<file path="config.mk">
export PLATFORM = sky130hd
export DESIGN_NAME = bft_ctrl
export DESIGN_NICKNAME = d
export VERILOG_FILES = /design/src/bidirectional_flow_table_unit_defines.svh /design/src/bft_pkg.sv /design/src/bft_ctrl.sv
export SDC_FILE = /design/constraint.sdc
export NUM_CORES = 1
export LEC_CHECK = 0
export ABC_AREA = 1
export BUFFER_PORTS_ARGS = -buffer_cell sky130_fd_sc_hd__buf_2
export CAP_MARGIN = 20
export CELL_PAD_IN_SITES_DETAIL_PLACEMENT = 1
export CELL_PAD_IN_SITES_GLOBAL_PLACEMENT = 1
export CORE_AREA = 2 2 39 41
export CTS_CLUSTER_DIAMETER = 80
export CTS_CLUSTER_SIZE = 28
export DETAILED_ROUTE_END_ITERATION = 16
export DIE_AREA = 0 0 41 43
export PLACE_DENSITY = 0.58
export SETUP_SLACK_MARGIN = 0.4
export SLEW_MARGIN = 15
export SYNTH_ARGS = -nofsm -noshare
export SYNTH_HDL_FRONTEND = slang
export SYNTH_SLANG_ARGS = --single-unit
</file>
<file path="constraint.sdc">
create_clock -name clk -period 1.8 [get_ports clk]
set_input_delay 0.09 -clock clk [delete_from_list [all_inputs] [get_ports clk]]
set_output_delay 0.09 -clock clk [all_outputs]
set_load 0.005 [all_outputs]
</file>
<file path="src/bidirectional_flow_table_unit_defines.svh">
// Assertion macros shared by the flow table unit.
`ifndef BIDIRECTIONAL_FLOW_TABLE_UNIT_DEFINES_SVH
`define BIDIRECTIONAL_FLOW_TABLE_UNIT_DEFINES_SVH

`ifndef NO_ASSERTIONS
// Same-cycle implication, checked on every rising edge outside reset.
`define BFT_ASSERT_IMP(label, cond, expr) \
	label: assert property (@(posedge clk) disable iff (!arst_n) (cond) |-> (expr)) \
		else $error("flow table: implication check failed");
// Next-cycle implication, checked on every rising edge outside reset.
`define BFT_ASSERT_NEXT(label, cond, expr) \
	label: assert property (@(posedge clk) disable iff (!arst_n) (cond) |=> (expr)) \
		else $error("flow table: next-cycle check failed");
`else
`define BFT_ASSERT_IMP(label, cond, expr)
`define BFT_ASSERT_NEXT(label, cond, expr)
`endif

`endif

</file>
<file path="src/bft_pkg.sv">
// Types and constants shared by the flow table unit modules.
`default_nettype none

package bft_pkg;

	localparam int PROTO_W      = 8;
	localparam int IP_W         = 32;
	localparam int PORT_W       = 16;
	localparam int EP_W         = IP_W + PORT_W;
	localparam int FLOW_INDEX_W = 6;

	// One packet item.
	typedef struct packed {
		logic [PROTO_W-1:0] protocol;
		logic [IP_W-1:0]    src_ip;
		logic [PORT_W-1:0]  src_port;
		logic [IP_W-1:0]    dst_ip;
		logic [PORT_W-1:0]  dst_port;
		logic               source_is_client;
	} bft_in_t;

	// One result item.
	typedef struct packed {
		logic [FLOW_INDEX_W-1:0] flow_index;
		logic                    created;
		logic                    table_full;
		logic                    source_is_first;
		logic [IP_W-1:0]         client_ip;
		logic [PORT_W-1:0]       client_port;
		logic [IP_W-1:0]         server_ip;
		logic [PORT_W-1:0]       server_port;
	} bft_out_t;

	// One stored flow; endpoints hold the address above the port.
	typedef struct packed {
		logic [PROTO_W-1:0] protocol;
		logic [EP_W-1:0]    first_ep;
		logic [EP_W-1:0]    second_ep;
		logic               client_is_first;
	} bft_entry_t;

	// Commands from the controller to the datapath.
	typedef struct packed {
		logic load_in;
		logic search_en;
		logic write_new;
		logic load_out;
	} bft_cmd_t;

	// Status from the datapath to the controller.
	typedef struct packed {
		logic hit;
		logic done;
		logic full;
		logic out_free;
	} bft_sts_t;

endpackage

`default_nettype wire

</file>
<file path="src/bft_ctrl.sv">
// Controller state machine for the flow table unit.
`default_nettype none

module bft_ctrl
	import bft_pkg::*;
(
	input  wire logic     clk,
	input  wire logic     arst_n,
	input  wire logic     pkt_valid,
	output logic          pkt_stall,
	input  wire bft_sts_t sts,
	output bft_cmd_t      cmd
);

	typedef enum logic [3:0] {
		ST_IDLE   = 4'b0001,
		ST_SEARCH = 4'b0010,
		ST_WRITE  = 4'b0100,
		ST_FINISH = 4'b1000
	} state_t;

	state_t state_q;
	state_t state_d;

	// Next state and commands.
	always_comb begin
		state_d       = state_q;
		cmd           = '0;
		pkt_stall     = 1'b1;
		case (state_q)
			ST_IDLE: begin
				pkt_stall   = 1'b0;
				cmd.load_in = pkt_valid;
				if (pkt_valid) begin
					state_d = ST_SEARCH;
				end
			end
			ST_SEARCH: begin
				cmd.search_en = 1'b1;
				if (sts.hit) begin
					state_d = ST_FINISH;
				end else if (sts.done) begin
					state_d = sts.full ? ST_FINISH : ST_WRITE;
				end
			end
			ST_WRITE: begin
				cmd.write_new = 1'b1;
				state_d       = ST_FINISH;
			end
			ST_FINISH: begin
				if (sts.out_free) begin
					cmd.load_out = 1'b1;
					state_d      = ST_IDLE;
				end
			end
			default: begin
				state_d = ST_IDLE;
			end
		endcase
	end

	// State register.
	always_ff @(posedge clk or negedge arst_n) begin
		if (!arst_n) begin
			state_q <= ST_IDLE;
		end else begin
			state_q <= state_d;
		end
	end

endmodule

`default_nettype wire

</file>
==> After elaboration in Yosys (flattened, before gate mapping) <==
Index checks and enable logic that the tools add are counted.
{ "word_totals": {"memories": 0, "romBits": 0, "latch_bits": 0, "in_bits": 7, "register_bits": 4, "mem_bits_rw": 0, "word_cells": 21} }
{ "op_classes": {"reduce_logical": 1, "n_eq_ne": 7, "div": 0, "n_mux": 12, "shift": 0, "bitwise_logic": 0, "add_sub_neg": 0, "magnitude_cmp": 0, "n_mul": 0} }
{ "ops": {"columns": ["operator", "count"], "rows": [
  ["$mux 4", 5],
  ["$pmux 4 s4", 1],
  ["$mux 1", 6],
  ["$eq 4x1->1 const B", 1],
  ["$eq 4x2->1 const B", 1],
  ["$eq 4x3->1 const B", 1],
  ["$eq 4x4->1 const B", 1],
  ["$ne 2x2->1 const B", 2],
  ["$ne 3x3->1 const B", 1],
  ["$reduce_and 3->1", 1]
]} }

==> Longest topological paths before layout <==
Gate-level depths: netlist of the first run.
{ "depth": {"depth_word": 4, "mapped_depth": 7, "depth_no_buf": 7} }

==> Worst setup path before layout of the first run <==
OpenSTA, ideal clock, no wires.
{ "synth_timing": {"path_type": "register to register", "startpoint": "register state_q[0]", "endpoint": "register state_q[3]", "arrival_time_ns": 0.904, "stages_incl_launch_ff": 6, "setup_slack_ns": 0.779, "t_required_ns": 1.683, "synth_period_minus_slack_ns": 1.021, "n_path_buf": 0, "cell_sequence": "dfstp_2 -> nand3_4 -> nor2_4 -> nor2_1 -> nand2_1 -> nand2_1"} }
{ "synth_via": {"elab_chain_cells": 3} }
{ "synth_rtl": {"columns": ["element", "line_no", "rtl"], "rows": [
  ["start: declaration", "bft_ctrl.sv:22", "state_t state_q;"],
  ["start signal: assignment", "bft_ctrl.sv:67", "state_q <= state_d;"],
  ["$eq 4x2->1 (tied with other cells)", "bft_ctrl.sv:30", "case (state_q)"],
  ["$ne 3x3->1 (no source line) / $ne 2x2->1 (equally long branches)", null, null],
  ["$reduce_and 3->1 (no source line)", null, null]
]} }
Several ways; a longest one is shown, not always the timed one.
A chain may end at the register's enable or synchronous reset.

==> qor.yml, run 1 <==
synthesis:
  synth_top_family_by_area: "simple AND/OR/NAND/NOR gates"
  synthXorXnorAreaFrac_pct: 0
  syn_area_um2: 283
  syn_area_per_cell_um2: 8.08
  synth_cells: 35
  async_reset_ff_share_pct: 100
  synthTopCellsByCount: "nor2_1, inv_1, nand2_1"
  synthTopCellsByArea: "dfrtp_1, dfstp_2, nor2_4"
  synth_mux_area_share_pct: 0
  synth_simple_gate_area_share_pct: 49.6
  ys.warnings.count: 0
  synth_fp_nets: 42
  synth_enable_flop_cells: 0
  synth_cell_types: 17
  synth_top_area_cell: "dfrtp_1"
  synth-compound-area-share_pct: 6.19
  synth_top_area_share_pct: 26.5
  yosysMostFrequentCell: "nor2_1"
  synth_fa_ha_area_share_pct: 0
  synth_seq_area_share_pct: 35.8
  synth-main-ff-cell: "dfrtp_1"
  ys_seq_elements: 4
floorplan:
  die_y_um: 43
  core_mm2: 0.00138
  die_w_um: 41
  initial_core_util_pct: 20.4
  fp-row-count: 14
  num_io_pins: 12
  die_area_mm2: 0.00176
setup_path:
  worstPathArrival_ps: 1160
  path_max_fanout: 5
  reg2reg_depth: 6
  cp-end-kind: "primary output"
  reg2reg_from: "state_q[0]$_DFFE_PN1P_"
  worst-path-buf-inv: 1
  worstReg2RegEnd: "state_q[3]$_DFFE_PN0P_"
  cp_top_family: "flip-flops"
  slowest_delay_ps: 400
  crit_type: "flip-flop to primary output"
  critPathLaunchType: "flip-flop"
  reg2reg_setup_slack_ps: 720
  crit_required_ps: 1710
  crit_slowest_cell: "dfrtp_1"
  worstPathCellList: "nor2_4 -> nand3_4 -> nor2_1 -> buf_2"
timing:
  fmax_mhz: 803
  slew_viol_final: 0
  finalCritPeriodShare_pct: 69.2
  skew_ps: 11.0
  setup_viol: 0
  rsz0062_at_grt: "no"
  tightest_slew_ps: 180
  finalHoldViolations: 0
  final.min_clock_period_ps: 1250
  setup_tns_ps: 0
  slew_headroom_pct: 88.0
power_and_ir_drop:
  power.internal_uw: 319
  clkPwrFrac_pct: 23.5
  total_power_uw: 556
  peakVddDrop_mv: 0.405
  power.density_mw_per_mm2: 1410
  pwr-share-seq_pct: 29.9
  switching_share_pct: 42.6
  p_sw_uw: 237
  p_leak_nw: 0.211
  combPwrFrac_pct: 46.7
layout:
  largest_reg_flops: 4
  syn_to_final_growth_pct: 39.4
  diodes: 0
  top_regs: "state_q (4)"
  top_register: "state_q"
  layout-drive-gt1-share_pct: 52.9
  nFillCells: 187
  finalNetCount: 59
clocking:
  numCtsBuffers: 3
  cts_buffer_depth: 2
  cts_sinks: 4
  cts_hold_buf: 1
  clk_pin_slew_ps: 50
  ctsRootBufferMaster: "clkbuf_4"
  post_cts_buffers: 0
  h-tree-depth: 1
  cts_tree: "yes"
  clkLatencyLatePin_ps: 250
  cts_resized: 0
global_routing:
  grt_pass1_vias: 264
  track_usage_pct: 9.69
  antenna_found_initial: 0
  grt_first_pass_wirelength_mm: 1.08
  grt_max_degree: 6
  overflow: 0
detailed_routing:
  wl_per_cell_um: 9.46
  route.detailed.drc: 0
  ant_nets: 0
  firstDrtPassIters: 2
  num_vias: 277
  drt_wl_total_um: 634
  drtIter0Drc: 1
  via_per_inst: 4.13
worst_hold_path:
  holdPathEnd: "state_q[2]$_DFFE_PN0P_"
  worstHoldStart: "sts[1]"
  hold_path.class: "primary input to flip-flop"
  min_path_cells: 4
place:
  gp_congestion: 0.623
  portBuffers: 11
  dp_hpwl_um: 537
job:
  max_cap_violations: 0
status:
  status: "finished clean"
## worst min-delay path, cell delays in order
cell	delay, ps
buf_2	70
nor2_1	50
nand2_1	70
nor3_2	50
## worst max-delay path by stage
stage                                       from                endpoint  cells after the start
final                     state_q[3]$_DFFE_PN0P_                  cmd[3]                      4
after global routing      state_q[1]$_DFFE_PN0P_                  cmd[1]                      4
after detailed placement  state_q[2]$_DFFE_PN0P_  state_q[3]$_DFFE_PN0P_                      6
after global placement    state_q[0]$_DFFE_PN1P_  state_q[3]$_DFFE_PN0P_                      6
after CTS                 state_q[3]$_DFFE_PN0P_                  cmd[3]                      4
after floorplan           state_q[0]$_DFFE_PN1P_  state_q[3]$_DFFE_PN0P_                      5
## power by group through the flow
stage	logic [mW]	clock network (mW)	registers, mW
global route	0.293	0.144	0.169
global placement	0.262	0	0.165
floorplan	0.188	0	0.162
finish	0.259	0.130	0.166
CTS	0.267	0.137	0.166
detailed placement	0.265	0	0.167
## stage by stage
stage | cell area, µm² | hold WS, ps | setup slack, ps | cells | utilization, %
after floorplan | 283 | -206 | 779 | 35 | -
after global placement | 358 | -104 | 707 | 62 | 25.9
after detailed placement | 358 | -101 | 713 | 62 | 25.9
after CTS | 394 | 124 | 537 | 67 | 28.5
after global routing | 394 | 143 | 468 | 67 | 28.5
final | 394 | 130 | 554 | 67 | 28.5
## area by class of cell
type | count | area, µm² | area share [%]
multi-input combinational | 25 | 158 | 40.0
sequential | 4 | 101 | 25.7
inverter | 6 | 23.8 | 6.03
tap | 16 | 20.0 | 5.08
clock buffer | 4 | 26.3 | 6.67
timing repair buffer | 12 | 65.1 | 16.5
## kinds of logic after synthesis
kind of cell / after synthesis
and+or+nand+nor: 22
buffers and inverters: 6
DFF: 4
AOI/OAI and AO/OA: 3
## cells in the final DEF (no fill, tap or decap), types with 2 or more instances in the layout
cell       n
buf_2     11
nor2_1     5
inv_1      4
nand2_1    4
nor2_2     3
nand3_1    3
clkbuf_4   3
dfrtp_1    3
nor2_4     2
nand2_2    2
## routing by layer
metal | part of all wire (%) | vias to the layer above | routed length, µm | GRT usage (%)
met3 | 5.4 | 3 | 34 | 3.14
li1 | - | 142 | - | -
met5 | 0 | - | 0 | 0
met1 | 42 | 123 | 268 | 11.1
met2 | 48 | 9 | 307 | 13.8
met4 | 3.6 | 0 | 23 | 8.00
(Power assumes the default switching activity.)
==> inputs of run 2 (changes only) <==
Settings changed: PLACE_DENSITY 0.58 to 0.6.
Clock period 1.8 ns to 1 ns, I/O delays scaled along.
==> run 2 against run 1 <==
The run now ends with setup timing left. Design area up 36%. Hold slack worse by 43 ps. Via count up 14%. Critical endpoint is now state_q[0]$_DFFE_PN1P_. Core utilization up 10 points. Highest routed layer is now met3. Largest power group unchanged.
==> qor.yml, run 2 (synthesis gave the netlist of run 1 again) <==
status:
  status: "finished with violations"
  violations: "setup timing"
detailed_routing:
  drt_wl_total_um: 791  # +25%
  via_per_inst: 4.10  # -0.74%
  drtIter0Drc: 1  # unchanged
  num_vias: 316  # +14%
  ant_nets: 0  # unchanged
  firstDrtPassIters: 2  # unchanged
  route.detailed.drc: 0  # unchanged
  wl_per_cell_um: 10.3  # +8.6%
timing:
  rsz0062_at_grt: "yes"
  finalCritPeriodShare_pct: 121
  skew_ps: 1.97  # -8.99 ps
  fin_ws_ps: -215  # -769 ps
  slew_headroom_pct: 84.4  # -3.7 points
  tightest_slew_ps: 234  # +54.9 ps
  fmax_mhz: 823
  setup_viol: 9  # +9
  setup_tns_ps: -1630  # -1630 ps
  slew_viol_final: 0  # unchanged
  final.min_clock_period_ps: 1210
  finalHoldViolations: 0  # unchanged
layout:
  final_cell_mix: "buf_2, buf_6, buf_4, nor2_1"
  top_register: "state_q"
  syn_to_final_growth_pct: 89.4
  diodes: 0  # unchanged
  top_regs: "state_q (4)"
  postLayoutCellArea_um2: 536  # +36%
  finalNetCount: 69  # +17%
  largest_reg_flops: 4  # unchanged
  utilization_pct: 38.7  # +10 points
  instances_no_fill: 77  # +15%
  nFillCells: 176  # -5.9%
  final_common_cell: "buf_2"
  layout-drive-gt1-share_pct: 68.9  # +16 points
setup_path:
  path_max_fanout: 3  # -2
  worstPathArrival_ps: 1370  # +210 ps
  crit_required_ps: 1160  # -550 ps
  critPathLaunchType: "flip-flop"
  crit_type: "flip-flop to flip-flop"
  cp-end-kind: "flip-flop"
clocking:
  cts_sinks: 4  # unchanged
  h-tree-depth: 1  # unchanged
  ctsRootBufferMaster: "clkbuf_4"
  cts_tree: "yes"
  clkLatencyLatePin_ps: 230  # -20 ps
  cts_buffer_depth: 2  # unchanged
  clk_pin_slew_ps: 40  # about the same
  numCtsBuffers: 3  # unchanged
global_routing:
  grt_pass1_vias: 320  # +21%
  grt_max_degree: 5  # -1
  overflow: 0  # unchanged
  antenna_found_initial: 0  # unchanged
  track_usage_pct: 11.0  # +1.3 points
  grt_first_pass_wirelength_mm: 1.26  # +17%
place:
  placed_cell_area_um2: 380  # +6.3%
  gp_congestion: 0.667  # +7.1%
  dp.cells: 65  # +4.8%
  portBuffers: 11  # unchanged
worst_hold_path:
  hold_path.class: "primary input to flip-flop"
power_and_ir_drop:
  combPwrFrac_pct: 63.0  # +16 points
  power.density_mw_per_mm2: 2700  # +91%
  peakVddDrop_mv: 1.16  # +190%
  switching_share_pct: 38.1  # -4.5 points
  power.internal_uw: 894  # +180%
  p_sw_uw: 550  # +130%
  pwr-share-seq_pct: 21.7  # -8.2 points
  clkPwrFrac_pct: 15.3  # -8.2 points
  p_leak_nw: 0.277  # +32%
job:
  max_cap_violations: 0  # unchanged
floorplan:
  die_w_um: 41  # unchanged
  die_area_mm2: 0.00176  # unchanged
  initial_core_util_pct: 20.4  # unchanged
  num_io_pins: 12  # unchanged
  die_y_um: 43  # unchanged
  fp-row-count: 14  # unchanged
  core_mm2: 0.00138  # unchanged
run 2: power by group through the flow:
stage	combinational [mW]	sequential, mW	clock (mW)
floorplan	0.338	0.291	0
global placement	0.525	0.295	0
detailed placement	0.531	0.298	0
CTS	0.636	0.298	0.236
global route	0.978	0.325	0.247
finish	0.909	0.313	0.221
run 2: metrics by stage:
step	hold WS [ps]	power, mW	setup slack, ps
finish	86.8	1.44	-215
global route	109	1.55	-266
CTS	79.1	1.17	-222
detailed placement	-140	0.829	-107
global placement	-143	0.820	-95.7
floorplan	-246	0.630	-21.1
run 2: what timing repair did:
item,in CTS,in global routing
endpoints found under the setup margin,9,9
hold buffers,1,0
gates resized for setup,2,15
endpoints found under the hold margin,4,0
buffers inserted,4,3
cloned,0,0
pin swaps,5,7
run 2: final timing paths:
path | cells after the start | slack (ps) | from | end
min | 4 | 90 | sts[1] | state_q[2]$_DFFE_PN0P_
max | 5 | -210 | state_q[0]$_DFFE_PN1P_ | state_q[0]$_DFFE_PN1P_
min reg2reg | 3 | 640 | state_q[1]$_DFFE_PN0P_ | state_q[3]$_DFFE_PN0P_
max reg2reg | 5 | -210 | state_q[0]$_DFFE_PN1P_ | state_q[0]$_DFFE_PN1P_
max in group asynchronous | 2 | 650 | arst_n | state_q[0]$_DFFE_PN1P_
min in group asynchronous | 2 | 150 | arst_n | state_q[3]$_DFFE_PN0P_
run 2: final cells by class:
cell class,instances,area [µm²],area share (%)
clock buffer,4,26.3,4.91
sequential,4,103,19.2
timing repair buffer,22,168,31.3
tap,16,20.0,3.74
multi-input combinational,25,194,36.2
inverter,6,25.0,4.67
run 2: worst max-delay path: stages (launching register included):
cell and delay (ps):
dfstp_2 580, nand3_4 110, buf_6 140, nor2_4 90, buf_4 110, o21bai_1 100
run 2: metal layers:
metal  GRT usage, %  share of wire [%]  vias up  wire length [µm]
met5              0                  0        -                 0
met1           12.1                 35      151               280
met3           1.57                2.9        0                23
met4           6.00                  0        0                 0
li1               -                  -      160                 -
met2           18.8                 61        5               486
